$ cat src/rtl/lfid_pkg.sv
// Shared constants, codes and types for the lowest-free id allocator.
// No dependencies; every other file in rtl/ imports this package.
`default_nettype none
package lfid_pkg;

	// table geometry; slot 0 is never handed out
	localparam int SLOTS     = 64;
	localparam int SLOT_W    = (SLOTS > 2) ? $clog2(SLOTS) : 1;
	localparam int CHUNK     = 8;                       // used marks examined per scan cycle
	localparam int NCHUNK    = (SLOTS + CHUNK - 1) / CHUNK;
	localparam int SCAN_W    = NCHUNK * CHUNK;
	localparam int SCAN_IW   = $clog2(SCAN_W);
	localparam int CNT_W     = (NCHUNK > 1) ? $clog2(NCHUNK) : 1;
	localparam int OFF_W     = $clog2(CHUNK);

	// item field widths
	localparam int ACTION_W  = 3;
	localparam int ID_W      = 6;
	localparam int STATUS_W  = 2;
	localparam int IN_TDATA_W  = 8;
	localparam int OUT_TDATA_W = 16;

	typedef enum logic [ACTION_W-1:0] {
		ACT_ALLOC   = 3'd0,
		ACT_FREE    = 3'd1,
		ACT_TEST    = 3'd2,
		ACT_READ_EN = 3'd3,
		ACT_SET_EN  = 3'd4
	} action_t;

	typedef enum logic [STATUS_W-1:0] {
		STAT_OK     = 2'd0,
		STAT_BAD_ID = 2'd1,
		STAT_FULL   = 2'd2
	} status_t;

	// result of one scan step
	typedef struct packed {
		logic               found;
		logic [SCAN_IW-1:0] slot;
	} scan_res_t;

endpackage
`default_nettype wire

$ cat src/rtl/lowest_free_id_allocator_core.sv
// Lowest-free id allocator: each item is one request (allocate, free, test,
// read enable, set enable) and yields exactly one result item. Allocation
// walks the used marks eight slots per cycle through one shared scan unit,
// so an allocate steps through one scan state per chunk up to the chunk that
// holds the lowest free slot (every chunk when the table is full) and then a
// finishing state that loads the output register. Other requests go through a
// lookup state, set by the registered read of the enable RAM, and then the
// finishing state. s_tready is high only between requests; a finished result
// waits in the output register while the next request is taken, and that
// request holds in its last cycle until the output register is free.
// Depends on lfid_pkg, lfid_scan and lfid_en_ram.
`default_nettype none
module lowest_free_id_allocator_core (
	input  wire logic                              clk,
	input  wire logic                              arst_n,
	input  wire logic                              s_tvalid,
	output logic                                   s_tready,
	input  wire logic [lfid_pkg::IN_TDATA_W-1:0]   s_tdata,  // slot_id[5:0], enable_value[6]
	input  wire logic [lfid_pkg::ACTION_W-1:0]     s_tuser,  // action[2:0]
	output logic                                   m_tvalid,
	input  wire logic                              m_tready,
	output logic [lfid_pkg::OUT_TDATA_W-1:0]       m_tdata   // given_id[5:0], is_valid[6],
	                                                         // is_enabled[7], status[9:8]
);
	import lfid_pkg::*;

	typedef enum logic [3:0] {
		S_IDLE = 4'b0001,
		S_SCAN = 4'b0010,
		S_LOOK = 4'b0100,
		S_FIN  = 4'b1000
	} state_t;

	state_t                state_q;
	logic [ACTION_W-1:0]   action_q;
	logic [ID_W-1:0]       slot_id_q;
	logic                  enable_value_q;
	logic [CNT_W-1:0]      chunk_q;
	logic                  found_q;
	logic [SCAN_IW-1:0]    slot_q;
	logic [SLOTS-1:0]      used_q;

	logic [SCAN_W-1:0]     occ;
	scan_res_t             scan_res;
	logic                  accept;
	logic                  out_free;
	logic                  finish;
	logic                  in_range;
	logic [SLOT_W-1:0]     id_idx;
	logic                  id_ok;
	logic                  ram_rdata;

	// result fields and side effects of the finishing cycle
	logic [ID_W-1:0]       given_id;
	logic                  is_valid;
	logic                  is_enabled;
	status_t               status;
	logic                  set_used;
	logic                  clr_used;
	logic                  ram_we;
	logic                  ram_wdata;
	logic [SLOT_W-1:0]     wr_idx;

	assign s_tready = (state_q == S_IDLE);
	assign accept   = s_tvalid && s_tready;
	assign out_free = !m_tvalid || m_tready;
	assign finish   = (state_q == S_FIN) && out_free;

	// slot 0 and padding beyond the table always look occupied to the scan
	always_comb begin
		for (int i = 0; i < SCAN_W; i++) begin
			if (i == 0 || i >= SLOTS) begin
				occ[i] = 1'b1;
			end else begin
				occ[i] = used_q[i];
			end
		end
	end

	lfid_scan u_scan (
		.occ   (occ),
		.chunk (chunk_q),
		.res   (scan_res)
	);

	assign in_range = (slot_id_q != '0) && (int'(slot_id_q) < SLOTS);
	assign id_idx   = SLOT_W'(slot_id_q);
	assign id_ok    = in_range && used_q[id_idx];

	always_comb begin
		given_id   = '0;
		is_valid   = 1'b0;
		is_enabled = 1'b0;
		status     = STAT_OK;
		set_used   = 1'b0;
		clr_used   = 1'b0;
		ram_we     = 1'b0;
		ram_wdata  = 1'b0;
		wr_idx     = id_idx;
		unique case (action_q)
			ACT_ALLOC: begin
				wr_idx = SLOT_W'(slot_q);
				if (found_q) begin
					given_id   = ID_W'(slot_q);
					is_valid   = 1'b1;
					is_enabled = 1'b1;
					set_used   = 1'b1;
					ram_we     = 1'b1;
					ram_wdata  = 1'b1;
				end else begin
					status = STAT_FULL;
				end
			end
			ACT_FREE: begin
				if (id_ok) begin
					clr_used = 1'b1;
					ram_we   = 1'b1;
				end else begin
					status = STAT_BAD_ID;
				end
			end
			ACT_TEST: begin
				is_valid = id_ok;
			end
			ACT_READ_EN: begin
				if (id_ok) begin
					is_valid   = 1'b1;
					is_enabled = ram_rdata;
				end else begin
					status = STAT_BAD_ID;
				end
			end
			ACT_SET_EN: begin
				if (id_ok) begin
					is_valid   = 1'b1;
					is_enabled = enable_value_q;
					ram_we     = 1'b1;
					ram_wdata  = enable_value_q;
				end else begin
					status = STAT_BAD_ID;
				end
			end
			default: begin
			end
		endcase
	end

	lfid_en_ram u_en_ram (
		.clk   (clk),
		.we    (finish && ram_we),
		.waddr (wr_idx),
		.wdata (ram_wdata),
		.raddr (id_idx),
		.rdata (ram_rdata)
	);

	// sequencer
	always_ff @(posedge clk or negedge arst_n) begin
		if (!arst_n) begin
			state_q <= S_IDLE;
			chunk_q <= '0;
			found_q <= 1'b0;
		end else begin
			unique case (state_q)
				S_IDLE: begin
					if (accept) begin
						chunk_q <= '0;
						found_q <= 1'b0;
						if (s_tuser == ACT_ALLOC) begin
							state_q <= S_SCAN;
						end else begin
							state_q <= S_LOOK;
						end
					end
				end
				S_SCAN: begin
					if (scan_res.found) begin
						found_q <= 1'b1;
						state_q <= S_FIN;
					end else if (chunk_q == CNT_W'(NCHUNK - 1)) begin
						state_q <= S_FIN;
					end else begin
						chunk_q <= chunk_q + 1'b1;
					end
				end
				S_LOOK: begin
					state_q <= S_FIN;
				end
				S_FIN: begin
					if (out_free) begin
						state_q <= S_IDLE;
					end
				end
				default: begin
					state_q <= S_IDLE;
				end
			endcase
		end
	end

	// request fields and found slot
	always_ff @(posedge clk) begin
		if (accept) begin
			action_q       <= s_tuser;
			slot_id_q      <= s_tdata[ID_W-1:0];
			enable_value_q <= s_tdata[ID_W];
		end
		if (state_q == S_SCAN && scan_res.found) begin
			slot_q <= scan_res.slot;
		end
	end

	// used marks
	always_ff @(posedge clk or negedge arst_n) begin
		if (!arst_n) begin
			used_q <= '0;
		end else if (finish) begin
			if (set_used) begin
				used_q[wr_idx] <= 1'b1;
			end else if (clr_used) begin
				used_q[wr_idx] <= 1'b0;
			end
		end
	end

	// output register
	always_ff @(posedge clk or negedge arst_n) begin
		if (!arst_n) begin
			m_tvalid <= 1'b0;
		end else if (finish) begin
			m_tvalid <= 1'b1;
		end else if (m_tready) begin
			m_tvalid <= 1'b0;
		end
	end

	always_ff @(posedge clk) begin
		if (finish) begin
			m_tdata <= {{(OUT_TDATA_W - ID_W - 2 - STATUS_W){1'b0}},
				status, is_enabled, is_valid, given_id};
		end
	end

endmodule
`default_nettype wire

$ cat src/rtl/lfid_scan.sv
// Scan step of the allocator: picks one chunk of the occupancy vector and
// returns the lowest free slot in it. Depends on lfid_pkg.
`default_nettype none
module lfid_scan (
	input  wire logic [lfid_pkg::SCAN_W-1:0] occ,
	input  wire logic [lfid_pkg::CNT_W-1:0]  chunk,
	output lfid_pkg::scan_res_t              res
);
	import lfid_pkg::*;

	logic [CHUNK-1:0] bits;
	logic             found;
	logic [OFF_W-1:0] off;

	assign bits = occ[chunk * CHUNK +: CHUNK];

	// priority encoder, lowest clear bit wins
	always_comb begin
		found = 1'b0;
		off   = '0;
		for (int i = CHUNK - 1; i >= 0; i--) begin
			if (!bits[i]) begin
				found = 1'b1;
				off   = OFF_W'(i);
			end
		end
	end

	assign res.found = found;
	assign res.slot  = (SCAN_IW'(chunk) << OFF_W) | SCAN_IW'(off);

endmodule
`default_nettype wire

$ cat src/rtl/lfid_en_ram.sv
// Enable marks, one bit per slot, single write port and one registered read.
// Read data is only used for slots in use, so no reset is needed. Depends on lfid_pkg.
`default_nettype none
module lfid_en_ram (
	input  wire logic                       clk,
	input  wire logic                       we,
	input  wire logic [lfid_pkg::SLOT_W-1:0] waddr,
	input  wire logic                       wdata,
	input  wire logic [lfid_pkg::SLOT_W-1:0] raddr,
	output logic                            rdata
);
	import lfid_pkg::*;

	logic mem [SLOTS];

	always_ff @(posedge clk) begin
		if (we) begin
			mem[waddr] <= wdata;
		end
	end

	always_ff @(posedge clk) begin
		rdata <= mem[raddr];
	end

endmodule
`default_nettype wire
$ cat config.mk
export PLATFORM = sky130hd
export DESIGN_NAME = lowest_free_id_allocator_core
export DESIGN_NICKNAME = d
export VERILOG_FILES = /design/src/rtl/lfid_pkg.sv /design/src/rtl/lowest_free_id_allocator_core.sv /design/src/rtl/lfid_scan.sv /design/src/rtl/lfid_en_ram.sv
export SDC_FILE = /design/constraint.sdc
export NUM_CORES = 1
export LEC_CHECK = 0
export BUFFER_PORTS_ARGS = -buffer_cell sky130_fd_sc_hd__buf_2
export CAP_MARGIN = 0
export CORE_MARGIN = 2
export CORE_UTILIZATION = 62
export DETAILED_ROUTE_END_ITERATION = 12
export GPL_ROUTABILITY_DRIVEN = 0
export PLACE_DENSITY = 0.76
export SLEW_MARGIN = 20
export SYNTH_ARGS = -nofsm -noshare
export SYNTH_HDL_FRONTEND = slang
export SYNTH_SLANG_ARGS = --single-unit
$ cat constraint.sdc
create_clock -name clk -period 5.5 [get_ports clk]
set_input_delay 1.1 -clock clk [delete_from_list [all_inputs] [get_ports clk]]
set_output_delay 1.1 -clock clk [all_outputs]
set_load 0.05 [all_outputs]
# After elaboration in Yosys (flattened, before gate mapping)
# Memory sizes are Yosys's and may differ from the RTL's. A register that Yosys moved wholly into a read port is not among the register bits.
# Index checks and enable logic that the tools add are counted.
# op_classes
magnitude_cmp	3
n_mux	53
n_shift	1
addsub	1
bitwise	4
eq_ne	15
reduce_logical	22
# ops
cell	count
$mux 64	2
$and 64x64->64	1
$not 64->64	1
$or 64x64->64	1
$shiftx 64x7->8	1
$mux 3	12
$mux 1	23
$mux 4	4
$pmux 4 s4	1
$lt 6x7->1 const B	2
$bmux 1 s6	1
$demux 1 s6	1
$eq 3x2->1 const B	2
$eq 3x3->1 const B	2
$ge 6x1->1 const B	1
$logic_and 1x1->1	6
$logic_not 3->1	2
$mux 6	1
$ne 2x2->1 const B	3
$or 6x3->6	1
$pmux 1 s2	3
$pmux 1 s3	2
$pmux 3 s2	1
$reduce_and 3->1	2
other kinds (18)	23
# word_totals
regBits	99
mem_bits_rw	64
wordCells	111
n_memories	1
# memory_table
memory	depth	word_bits	rd	rd_clocked_by_memory_dff	wr	line	source
u_en_ram.mem	64	1	1	1	1	lfid_en_ram.sv:14	logic mem [SLOTS];

# Depth between registers and ports, before layout
# Gate-level depths: netlist of run 1.
# logic_depth
ltp_word	11
mapped_depth	12
mapped_depth_nobuf	7

# Hierarchy
# Synthesis of run 1 repeated with hierarchy kept, for this count alone.
# hier_totals
hier_cells	716
area_unflattened_um2	8496.9
# by_module_without_submodules
module	instances	area_per_inst_um2	cells_each	seq_area_each_um2
lowest_free_id_allocator_core	1	4812.1	440	2583.7
lfid_en_ram	1	2914.0	204	1941.9
lfid_scan	1	770.7	72	0.0

# Worst setup path after synthesis of run 1
# Ideal clock, no wire load.
# synth_path
path_kind	register to register
from	reg slot_id_q[1] (netlist: id_idx[1])
to	mem u_en_ram.mem[0] (data pin)
stages_incl_launch_ff	10
arrival_time_ns	4.359
setup_ns	0.702
period_less_slack_ns	5.061
setup_slack_ns	0.439
required_time_ns	4.798
cell_sequence	edfxtp_1 -> buf_6 -> buf_6 -> buf_6 -> mux2i_1 -> a221oi_1 -> a221oi_2 -> nor3b_2 -> nor2_1 -> o21ai_0
# synth_via
elab_chain_len	5
word_cells_on_any_way	6
# synth_lines
element	line	source
from (decl)	lowest_free_id_allocator_core.sv:36	logic [ID_W-1:0] slot_id_q;
from (signal assigned)	lowest_free_id_allocator_core.sv:205	slot_id_q <= s_tdata[ID_W-1:0];
$bmux 1 s6	lowest_free_id_allocator_core.sv:88	assign id_ok = in_range && used_q[id_idx];
$mux 1 (not written as such)	lowest_free_id_allocator_core.sv:88	
$logic_and 1x1->1 *	lowest_free_id_allocator_core.sv:88	
$mux 1 *	lowest_free_id_allocator_core.sv:134	if (id_ok) begin
$pmux 1 s2 *	lowest_free_id_allocator_core.sv:100	unique case (action_q)
net ram_wdata	lowest_free_id_allocator_core.sv:61	logic ram_wdata;
to (decl)	lfid_en_ram.sv:14	
# Mark *: on every way through the listed nets, which the timed path passes. The rest lies on a longest branch. The select of a mux whose other input is x is not followed.

# Final worst setup path of run 1
# layout_path
from	reg slot_id_q[1] (netlist: id_idx[1])
to	mem u_en_ram.mem[5] (data pin)
# The elaborated chain is that of the path after synthesis.

==> results.md, run 1 <==
Layout:
- The number of antenna diodes in the final layout is 0.
- The share of post-route cells with drive strength above 1 is 18.9%.
- The most common cell after layout, fill and taps aside is sky130_fd_sc_hd__edfxtp_1.
- Compared with the post-synthesis result, the final layout area differs by 7.98%.
- Leaving out fill and tap cells, the most frequent cells in the layout are 90 x sky130_fd_sc_hd__edfxtp_1, 70 x sky130_fd_sc_hd__dfrtp_1, 68 x sky130_fd_sc_hd__nand2_1, 68 x sky130_fd_sc_hd__o21ai_0, 47 x sky130_fd_sc_hd__mux2i_1.
- The number of fill cells in the layout is 958.
- The layout net count is 761.
- Once layout is complete, the utilization of the core stands at 68.7%.

Pwr:
- The power density over the cells is 348 mW/mm^2.
- The worst-case IR drop observed on VDD is 238 uV.
- In this run the static leakage power is 3.38 nW.

Worst hold path:
- The worst hold path belongs to the class register to register.

STA:
- The number of endpoints with negative hold slack in the final report is 0.
- At the pin with the least slew margin, the transition time is 1.05 ns.
- The peak clock frequency supported by timing is 0.240 GHz.
- On the final layout, the worst clock skew is 0.0130 ns.
- The final count of pins violating max slew is 0.
- Setup repair after global routing left no endpoint under its margin.
- The post-route minimum period is 4.17 ns.
- The max-slew headroom at the worst pin is 29.7%.
- After layout, the worst path uses 75.8% of the clock period.
- The worst path meets setup with 1.33 ns of slack.
- Setup violations remaining at the end of the flow were counted as 0.
- The final setup TNS is 0 ns.

Global routing:
- The sum of overflow across all layers after global routing is 0.
- The number of global-route vias before repair is 6321.
- Entering global routing, the biggest net connects 65 pins.
- The global-route wire length before repair is 33800 microns.
- Global routing consumed, over all layers together, 29.9% of the routing resources.
- The number of antenna violations at the first check in global routing is 0.

Clock tree:
- The number of sinks on the clock net is 163.
- The H-tree depth is 4.
- The number of buffers on the longest clock path is 2.
- The hold buffer count at CTS is 0.
- The number of buffers added for setup after CTS is 0.
- TritonCTS built the clock tree.
- Buffers inserted during clock tree synthesis total 17.
- Clock tree synthesis selected as its root buffer the cell sky130_fd_sc_hd__clkbuf_16.
- The insertion delay of the later-clocked pin in the worst-skew pair is 0.44 ns.
- The clock-pin transition on the worst setup and hold timing paths is 0.06 ns.
- In this run, post-CTS repair resized a total of 0 instances.

Logic synthesis:
- Yosys attributes the largest share of cell area to sky130_fd_sc_hd__edfxtp_1 30%, sky130_fd_sc_hd__dfrtp_1 20%, sky130_fd_sc_hd__mux4_2 10%, sky130_fd_sc_hd__mux2i_1 5.3%, sky130_fd_sc_hd__o21ai_0 3.9%.
- The most common flop cell mapped by yosys is sky130_fd_sc_hd__edfxtp_1.
- The number of synthesized register bits is 163.
- The post-synthesis cell type with the largest combined area is sky130_fd_sc_hd__edfxtp_1.
- The synthesis warning total is 0.
- The number of instances in the synthesized netlist is 754.
- The cell area after synthesis is 0.00887 sq mm.
- The top cell type by area accounts for 30.5% of the synthesized area.
- The number of enable flip-flop cells after synthesis is 90.
- In the synthesized netlist the async set-or-reset flop fraction comes to 44.2%.
- The synthesized area per cell is 11.8 sq um.
- The number of distinct library cells after synthesis is 63.
- Summing the sequential cell areas from Yosys gives 51.0% of the chip area.

Critical path:
- The cell repeated most along the worst path is sky130_fd_sc_hd__buf_4.
- The required time of the critical path is 5.76 ns.
- The worst setup path category is register to register.
- The slowest stage of the critical path belongs to the cell sky130_fd_sc_hd__edfxtp_1.
- The largest incremental delay on the critical path is 0.98 ns.
- The kind of end point of the critical path is a register.
- At the worst endpoint, the arrival time is 4.43 ns.
- STA classifies the critical path startpoint as a register.
- Walking the worst path, the cells encountered are buf_4 -> mux2i_1 -> a221oi_1 -> a221oi_2 -> nor3b_2 -> nor2_1 -> o21ai_4 -> buf_4.
- The maximum fanout along the worst path is 44.

Floorplan:
- The horizontal extent of the die is 124 microns.
- After floorplanning, the core was divided into 43 placement rows.
- The number of top-level design ports is 33.
- The initial utilization of the core area, before any placement, comes to 63.7%.
- The die covers 0.0153 sq mm.
- The die height is 124 microns.
- The core outline area is 0.0139 sq mm.

Routing:
- The number of DRC violations after detailed routing is 0.
- The average detailed-routed wire length per instance is 22.7 microns.
- In this run, the number of DRC markers left after iteration 0 of detailed routing was 884.
- The first detailed-routing pass ran for 5 iterations.
- The number of antenna-violating nets in the routed design is 0.
- Wires add up to 21200 microns.
- The post-detailed-route via-to-cell ratio is 6.87.
- The total vias in the final route is 6440.

Placement:
- Input and output buffers added on the ports amount to 25.
- OpenSTA, run right after detailed placement, puts the worst setup slack at 1.39 ns.
- The sum of net half-perimeters after detailed placement is 14000 microns.

Flow run:
- The number of violations of the max-capacitance limit is 0.

Status:
- The run finished with clean final reports.
==> routing by layer <==
| layer | GRT usage, % | wire [microns] |
|---|---|---|
| met4 | 13.4 | 618 |
| met5 | 0 | 0 |
| met2 | 45.7 | 9990 |
| met3 | 8.61 | 1980 |
| met1 | 39.9 | 8660 |
==> worst max-delay path: cells and delay by family (launching register included) <==
| family | cells | cell delay [ns] |
|---|---|---|
| DFF | 1 | 0.98 |
| buffers and inverters | 2 | 0.84 |
| AOI/OAI and AO/OA | 3 | 1.28 |
| muxes | 1 | 0.15 |
| and+or+nand+nor | 2 | 0.72 |
==> cell families (layout without fill, tap and decap cells) <==
logic type                 Yosys count  in the layout  synth area share [%]
muxes                              102            102                  18.2
AOI/OAI and AO/OA                  144            144                  10.5
and+or+nand+nor                    243            243                  14.1
adders and majority gates            2              2                 0.282
other                                1              6                0.0423
buffers and inverters               97             95                  5.66
xor gates and xnor gates             2              2                 0.197
DFF                                163            163                  51.0
==> final timing paths <==
kind	slack, ns	startpoint	cells past startpoint	endpoint
max in group asynchronous	3.78	arst_n	2	async pin
max reg2reg	1.33	id_idx[1]	8	u_en_ram.mem[5]
min	0.53	m_tvalid	2	m_tvalid
min in group asynchronous	0.70	arst_n	1	async pin
max	1.33	id_idx[1]	8	u_en_ram.mem[5]
min reg2reg	0.53	m_tvalid	2	m_tvalid
==> synthesized netlist by cell type (3+ instances only) <==
library cell,n
sky130_fd_sc_hd__mux4_1,4
sky130_fd_sc_hd__buf_6,12
sky130_fd_sc_hd__a21o_1,9
sky130_fd_sc_hd__buf_4,9
sky130_fd_sc_hd__o221ai_1,32
sky130_fd_sc_hd__or4b_2,3
sky130_fd_sc_hd__nand2b_1,14
sky130_fd_sc_hd__nor4_2,3
sky130_fd_sc_hd__mux2_2,10
sky130_fd_sc_hd__nor2_1,40
sky130_fd_sc_hd__or3_1,3
sky130_fd_sc_hd__buf_1,3
sky130_fd_sc_hd__nor3_1,46
sky130_fd_sc_hd__buf_2,11
sky130_fd_sc_hd__a211oi_1,3
sky130_fd_sc_hd__nand2_1,68
sky130_fd_sc_hd__nor4_1,20
sky130_fd_sc_hd__o21ai_0,69
sky130_fd_sc_hd__nor2b_1,5
sky130_fd_sc_hd__or2_2,9
sky130_fd_sc_hd__clkbuf_1,33
sky130_fd_sc_hd__o21ai_1,12
sky130_fd_sc_hd__nand3_1,10
sky130_fd_sc_hd__dfrtp_1,71
sky130_fd_sc_hd__inv_1,29
sky130_fd_sc_hd__edfxtp_1,90
sky130_fd_sc_hd__and3_1,6
sky130_fd_sc_hd__mux4_2,41
sky130_fd_sc_hd__mux2i_1,47
==> stage by stage <==
step           power, mW  instance area (sq um)  hold WS (ns)  instances
3_5_place_dp        2.08                   8930         0.519        905
3_3_place_gp        2.06                   8930         0.511        905
6_report            3.33                   9580         0.529        937
5_1_grt             3.44                   9580         0.553        937
4_1_cts             3.33                   9580         0.535        937
2_1_floorplan       1.96                   8890         0.445        759
==> final cells by class <==
cell class	instances	area [sq um]	share of cell area, %
Clock buffer	25	569	5.94
Clock inverter	7	77.6	0.810
Inverter	29	109	1.14
Multi-Input combinational cell	499	3880	40.5
Sequential cell	163	4530	47.3
Tap cell	180	225	2.35
Timing Repair Buffer	34	193	2.01
==> report_power, final <==
group          internal [mW]  switching [mW]  leakage, nW
clock                  0.769           0.489        0.318
sequential              1.35           0.104         1.47
combinational          0.200           0.422         1.59
(Power assumes the default switching activity.)
==> run 2: changes to the inputs <==
- ABC_AREA: default -> 1
- CORE_UTILIZATION: 62 -> 57
- PLACE_DENSITY: 0.76 -> 0.73
- clock period: 5.5 -> 3.35 ns (I/O delays scaled with it)
==> results.md, run 2 <==
Layout:
- The post-layout instance area is 0.0102 sq mm.
- 0 antenna diodes ended up in the layout.
- Leaving out fill and tap cells, the most frequent cells in the layout are 267 x sky130_fd_sc_hd__nand2_1, 221 x sky130_fd_sc_hd__nor2_1, 146 x sky130_fd_sc_hd__inv_1.
- Counting the fill cells in the layout gives 1378.
- In the final layout, the multi-input gates occupy 0.00376 sq mm.
- The area overhead of the layout relative to synthesis is 9.71%.
- The final core area utilization is 64.0%.
- The share of post-route cells with drive strength above 1 is 7.29%.
- After the last flow step, the layout net total stands at 1238.
- The most common cell after layout, fill and taps aside is sky130_fd_sc_hd__nand2_1.
- Across the whole layout, storage elements account for 0.00455 sq mm.

Clock tree:
- For the worst-skew pair, the clock arrives at the later sink with an insertion delay of 0.43 ns.
- The H-tree depth is 4.
- The master cell of the clock root buffer is sky130_fd_sc_hd__clkbuf_16.
- The number of buffers added for setup after CTS is 0.
- The number of buffers inserted during clock tree synthesis is 17.
- Post-CTS repair changed the size of 0 cells.
- The clock passes through at most 2 buffers.
- Counting every sink on the clock net gives 164.
- After clock tree synthesis, the clock-pin slew on the worst setup and hold paths is 0.07 ns.
- The clock tree from TritonCTS is built.
- The hold buffer count at CTS is 0.

STA:
- Derived from the worst setup path, the maximum achievable clock frequency is 0.350 GHz.
- Setup repair after global routing left no endpoint under its margin.
- The max-slew headroom at the worst pin is 48.2%.
- At the pin with the least slew margin, the transition time is 0.777 ns.
- The number of endpoints with negative hold slack in the final report came to 0.
- The routed design could run at a clock period as short as 2.86 ns.
- After routing, the total negative slack on setup checks comes to 0 ns.
- The final critical path takes up 85.3% of the cycle.
- Final hold analysis gives a worst-case slack of 0.264 ns.
- The final count of pins violating max slew is 0.
- The final setup violation count is 0.
- The worst-case clock skew is 0.0117 ns.

Logic synthesis:
- Dividing the synthesized area by the synthesized cell count gives 7.56 sq um.
- The cell area after synthesis is 0.00927 sq mm.
- For this run, the leading register cell type out of synthesis is sky130_fd_sc_hd__edfxtp_1.
- In this run, distinct cell masters in the synthesized netlist total 36.
- After synthesis, the share of flip-flops with an asynchronous set or reset is 44.5%.
- The number of enable flip-flop cells after synthesis is 90.
- The most used standard cell by instance count after synthesis is sky130_fd_sc_hd__nand2_1.
- The biggest area contributor in the post-synthesis netlist is sky130_fd_sc_hd__edfxtp_1.
- After technology mapping, the gate count stands at 1226.
- The share of synthesized area in the top cell type comes to 29.2%.
- The number of synthesized register bits is 164.
- Sequential elements use 49.1% of the synthesized area.
- The Yosys step of the flow raised 0 warnings.
- Sorting the synthesized cells by area gives the leading types as sky130_fd_sc_hd__edfxtp_1 29%, sky130_fd_sc_hd__dfrtp_1 19%, sky130_fd_sc_hd__nand2_1 11%, sky130_fd_sc_hd__nor2_1 9.0%, sky130_fd_sc_hd__nand3_1 6.3%.
- Ranked by instance count, the synthesized netlist is headed by 269 x sky130_fd_sc_hd__nand2_1, 223 x sky130_fd_sc_hd__nor2_1, 146 x sky130_fd_sc_hd__inv_1.

Floorplan:
- From bottom edge to top edge, the die measures 132 microns.
- 33 I/O pins were placed.
- The initial utilization of the core area, before any placement, comes to 58.3%.
- The cell row count is 46.
- The core outline area is 0.0159 sq mm.
- The floorplan step defined a die boundary enclosing 0.0173 sq mm.
- From left edge to right edge, the die measures 132 microns.

Critical path:
- The largest incremental delay on the critical path is 0.47 ns.
- The critical path contains buffers and inverters numbering 3 combined.
- Along the worst path, the maximum fanout reaches 40.
- The critical path is of the register to register type.
- The startpoint kind of the worst setup timing path is a register.
- The kind of cell with the highest combined delay on the critical path is buffers and inverters.
- The critical path goes through inv_2 -> buf_4 -> nand2_1 -> a21oi_1 -> nor2_1 -> nand2_1 -> nand3_2 -> a21oi_1 -> o21bai_4 -> buf_4 -> nor2_1.
- Data on the critical path arrives at its endpoint at 2.99 ns.
- The kind of end point of the critical path is a register.
- STA puts the critical path data required time at 3.48 ns.
- The slowest stage of the critical path is the sky130_fd_sc_hd__edfxtp_1 cell.

Routing:
- In the routed design, unresolved DRC markers number 0.
- The average detailed-routed wire length per instance is 17.7 microns.
- The total vias in the final route is 8433.
- The count of nets left with antenna violations once routing finished came out at 0.
- The DRC marker count from the first detailed-route iteration is 925.
- The sum of routed wire length over all layers is 25600 microns.
- In the routed layout, each cell is associated on average with a via count of 5.82.
- The total iterations of the first detailed-routing run is 9.

Global routing:
- The number of global-route vias before repair is 7911.
- The number of antenna violations at the first check in global routing is 0.
- Entering global routing, the biggest net connects 138 pins.
- The all-layer global routing usage is 30.4%.
- The sum of overflow across all layers after global routing is 0.
- The global-route wire length before repair is 41300 microns.

Placement:
- During placement, the flow inserted port buffers numbering 25.
- The sum of net half-perimeters after detailed placement is 16200 microns.
- The total cell area at the placement stage is 0.00956 sq mm.

Pwr:
- In this run, the combinational gates consume 23.2% of the power.
- Summed over all cells, the static leakage comes to 4.15 nW.
- The fraction of power consumed by sequential logic is 40.4%.
- In this run, the clock network consumes 36.4% of the power.
- The internal cell power is 3.78 mW.
- Of the total power, the share spent switching nets is 32.7%.
- After layout, the design draws a total of 5.62 mW.
- The largest vdd supply drop is 371 uV.
- The net switching power is 1.84 mW.
- The power density over the cells is 553 mW/mm^2.

Status:
- The run finished with clean final reports.

Worst hold path:
- The kind of path behind the tightest hold check is input pin to async pin.

Flow run:
- Max-cap violations in this run came to 0.
## run 2: cell types whose count changed after synthesis, sizes merged, moves of 23 or more
| cell | delta |
|---|---|
| inv | +120 |
| nand3 | +108 |
| nand2 | +202 |
| nor4 | -23 |
| a21oi | +32 |
| nor3 | -43 |
| o221ai | -28 |
| nand4 | +60 |
| mux2i | -47 |
| mux4 | -45 |
| nor2 | +182 |
## run 2: layer usage
layer | GRT usage, % | routed length (microns)
met1 | 41.2 | 10700
met2 | 45.9 | 11600
met3 | 8.02 | 2400
met4 | 13.9 | 944
met5 | 0 | 0
## run 2: final timing paths
kind                       startpoint                to  slack, ns  cells past startpoint
max in group asynchronous      arst_n         async pin       2.56                      1
min reg2reg                  register          register       0.47                      2
min                            arst_n         async pin       0.26                      1
min in group clk           s_tdata[2]         id_idx[2]       0.41                      1
max reg2reg                 id_idx[0]  u_en_ram.mem[46]       0.49                     11
max                         id_idx[0]  u_en_ram.mem[46]       0.49                     11
## run 2: logic make-up (layout without fill, tap and decap cells)
group / count (synthesis) / count (layout) / share of synthesized area (%)
flops: 164 / 164 / 49.1
fa+ha+maj: 2 / 2 / 0.270
other cells: 1 / 6 / 0.0405
buf+inv: 232 / 235 / 10.9
simple gates: 679 / 679 / 31.0
compound gates: 148 / 148 / 8.76
## run 2: final cells by class
type / count / area share [%]
Sequential cell: 164 / 44.8
Tap cell: 216 / 2.66
Clock inverter: 10 / 1.56
Multi-Input combinational cell: 835 / 37.0
Timing Repair Buffer: 53 / 4.10
Inverter: 150 / 5.54
Clock buffer: 22 / 4.37
## run 2: power groups by stage
stage          Clock [mW]  Sequential, mW  Combinational, mW
2_1_floorplan           0            2.33              0.839
3_3_place_gp            0            2.31               1.25
3_5_place_dp            0            2.31               1.27
4_1_cts              2.05            2.27               1.28
5_1_grt              2.13            2.28               1.41
6_report             2.05            2.27               1.30
## run 2: stage by stage
step	setup WS [ns]	cells
after CTS	0.559	1450
after detailed placement	0.585	1418
after global placement	0.656	1418
final	0.493	1450
after floorplan	0.442	1231
after global routing	0.355	1450
==> run 3: changes to the inputs <==
- BUFFER_PORTS_ARGS: -buffer_cell sky130_fd_sc_hd__buf_2 -> default
- CORE_UTILIZATION: 57 -> 58
- DONT_BUFFER_PORTS: default -> 1
- PLACE_DENSITY: 0.73 -> 0.72
==> results.md, run 3 (synthesized netlist as in run 2, its figures left out) <==
STA:
- In this run the tightest slew margin relative to its limit is 45.7%.
- In the finished design, the share of the clock period the worst path needs comes to 87.5%.
- Across the routed clock network, the largest skew measured is 0.0111 ns.
- The number of endpoints with negative hold slack in the final report came to 0.
- Setup repair after global routing left no endpoint under its margin.
- The final count of pins violating max slew is 0.
- The final setup TNS is 0 ns.
- The peak clock frequency supported by timing is 0.341 GHz.
- At the pin with the least slew margin, the transition time is 0.815 ns.
- Setup violations remaining at the end of the flow were counted as 0.
- The post-route minimum period is 2.93 ns.

Pwr:
- The relative contribution of combinational cells to total power is 22.4%.
- The analysis attributes to net switching a power of 1.86 mW.
- Of the total power, the clock network draws 35.6%.
- The power density over the cells is 550 mW/mm^2.
- In this run switching power makes up 33.9% of total power.
- The worst-case IR drop observed on VDD is 413 uV.
- Summed over all cells, the static leakage comes to 4.03 nW.
- The fraction of power consumed by sequential logic is 42.0%.
- The internal power of the cells totals 3.64 mW.

Floorplan:
- The core outline area is 0.0158 sq mm.
- Once the floorplan was initialized, standard cells occupied 58.8% of the core.
- The die is 130 microns wide.
- The die height is 130 microns.
- For this design the top-level I/O count stands at 33.
- The die covers 0.0170 sq mm.
- In this run the core area contains 46 standard-cell rows.

Critical path:
- The required time of the critical path is 3.68 ns.
- Walking the worst path, the cells encountered are inv_1 -> nor2_1 -> nand2_1 -> a21oi_1 -> nor2_1 -> nand2_1 -> nand3_2 -> nand2_2 -> nand2_1 -> nand2_4 -> buf_12 -> nand3_1 -> nand2_1 -> nand2_1.
- The maximum fanout along the worst path is 127.
- The startpoint kind of the worst setup timing path is a register.
- The kind of end point of the critical path is a register.
- The worst setup path category is register to register.
- The data arrival at the endpoint of the critical path is 3.26 ns.
- On the worst path, the slowest cell contributes a delay of 0.58 ns.
- The most numerous cell type found on the critical path is sky130_fd_sc_hd__nand2_1.
- The slowest stage of the critical path is the sky130_fd_sc_hd__edfxtp_1 cell.

Worst hold path:
- The kind of path behind the tightest hold check is input pin to async pin.

Clock tree:
- After clock tree synthesis, the setup repair step added 0 buffers.
- Counting the buffers created by CTS gives 17.
- The master cell of the clock root buffer is sky130_fd_sc_hd__clkbuf_16.
- The longest clock path from root to sink contains 2 buffers.
- The number of sinks on the clock net is 164.
- The clock-pin transition on the worst setup and hold timing paths is 0.07 ns.
- The clock tree from TritonCTS is built.
- The insertion delay of the later-clocked pin in the worst-skew pair is 0.44 ns.
- CTS built an H-tree with a depth of 4.

Routing:
- The routed design uses 2290 microns of met3 wire.
- The total vias in the final route is 8198.
- For this run, design rule violations remaining after detail routing come to 0.
- The met1 layer wirelength in the final routing is 10900 microns.
- The DRC marker count from the first detailed-route iteration is 1070.
- Once detail routing completed, the nets flagged for antenna violations numbered 0.
- The average detailed-routed wire length per instance is 17.7 microns.
- After detailed routing, the total wire length is 25200 microns.
- The amount of wire on met2 after detailed routing is 11200 microns.
- The uppermost metal layer occupied by signal nets is met4.
- The total iterations of the first detailed-routing run is 7.
- The post-detailed-route via-to-cell ratio is 5.77.

Layout:
- Fill cells in the final layout number 1396.
- In the layout the commonest cells are 267 x sky130_fd_sc_hd__nand2_1, 221 x sky130_fd_sc_hd__nor2_1, 146 x sky130_fd_sc_hd__inv_1.
- Cells with a size suffix above 1 make up 5.39% of the layout.
- Compared with the post-synthesis result, the final layout area differs by 7.94%.
- The count of antenna diodes in the layout is 0.
- The layout net count is 1209.
- Excluding fillers, the count of instances in the completed layout stands at 1421.
- The library cell used most frequently in the layout, excluding fill and tap cells, is sky130_fd_sc_hd__nand2_1.
- After routing the design area is 0.0100 sq mm.

Global routing:
- The number of global-route vias before repair is 7212.
- Entering global routing, the biggest net connects 138 pins.
- Global routing finished with a remaining overflow of 0.
- The all-layer global routing usage is 31.0%.
- The global-route wire length before repair is 39600 microns.
- The number of antenna violations at the first check in global routing is 0.

Placement:
- The wire-length estimate of the detail-placed layout is 15900 microns.
- The count of buffers added on input and output ports is 0.
- The total cell area at the placement stage is 0.00940 sq mm.
- The number of placed cells counting well taps is 1388.

Status:
- The run finished with clean final reports.

Flow run:
- The number of violations of the max-capacitance limit is 0.
run 3: power groups by stage:
stage	registers [mW]	logic, mW	clock network (mW)
6_report	2.31	1.23	1.96
5_1_grt	2.32	1.35	2.05
4_1_cts	2.31	1.21	1.96
3_5_place_dp	2.35	1.18	0
3_3_place_gp	2.35	1.17	0
2_1_floorplan	2.33	0.839	0
run 3: metal layers:
layer | up-vias | GRT usage (%)
met5 | - | 0
li1 | 3940 | -
met4 | 0 | 11.9
met2 | 366 | 46.9
met3 | 43 | 6.76
met1 | 3849 | 44.3
run 3: path summary, 6_finish.rpt:
check / start / slack [ns] / endpoint / cells past startpoint
max reg2reg: id_idx[2] / 0.42 / register / 14
max in group asynchronous: arst_n / 2.90 / async pin / 1
min reg2reg: register / 0.48 / register / 2
min: arst_n / 0.07 / state_q[0] / 0
min in group clk: m_tready / 0.32 / m_tvalid / 1
max: id_idx[2] / 0.42 / register / 14
run 3: metrics by stage:
stage | hold slack, ns | power, mW | worst slack, ns | util, %
floorplan | 0.374 | 3.17 | 0.442 | -
global placement | 0.378 | 3.52 | 0.558 | 59.6
detailed placement | 0.379 | 3.54 | 0.531 | 59.6
CTS | 0.0618 | 5.49 | 0.488 | 63.4
global route | 0.0591 | 5.72 | 0.245 | 63.4
finish | 0.0694 | 5.50 | 0.419 | 63.4
run 3: what timing repair did:
| item | in CTS | in global routing |
|---|---|---|
| hold endpoints to repair | 72 | 0 |
| gates resized for setup | 0 | 0 |
| hold buffers | 1 | 0 |
run 3: cell type report:
cell class                 instances  area, sq um  area share, %
tap                              216          270           2.70
sequential                       164         4550           45.5
clock buffer                      20          447           4.46
inverter                         150          563           5.63
multi-input combinational        835         3770           37.7
clock inverter                    12          129           1.29
timing repair buffer              24          275           2.75
run 3: critical path: cells and delay by family, from the launching register on:
family | cells | cell delay, ns
buffers and inverters | 2 | 0.48
flip-flops | 1 | 0.58
AND/OR/NAND/NOR | 11 | 1.49
AO/OA/AOI/OAI | 1 | 0.17
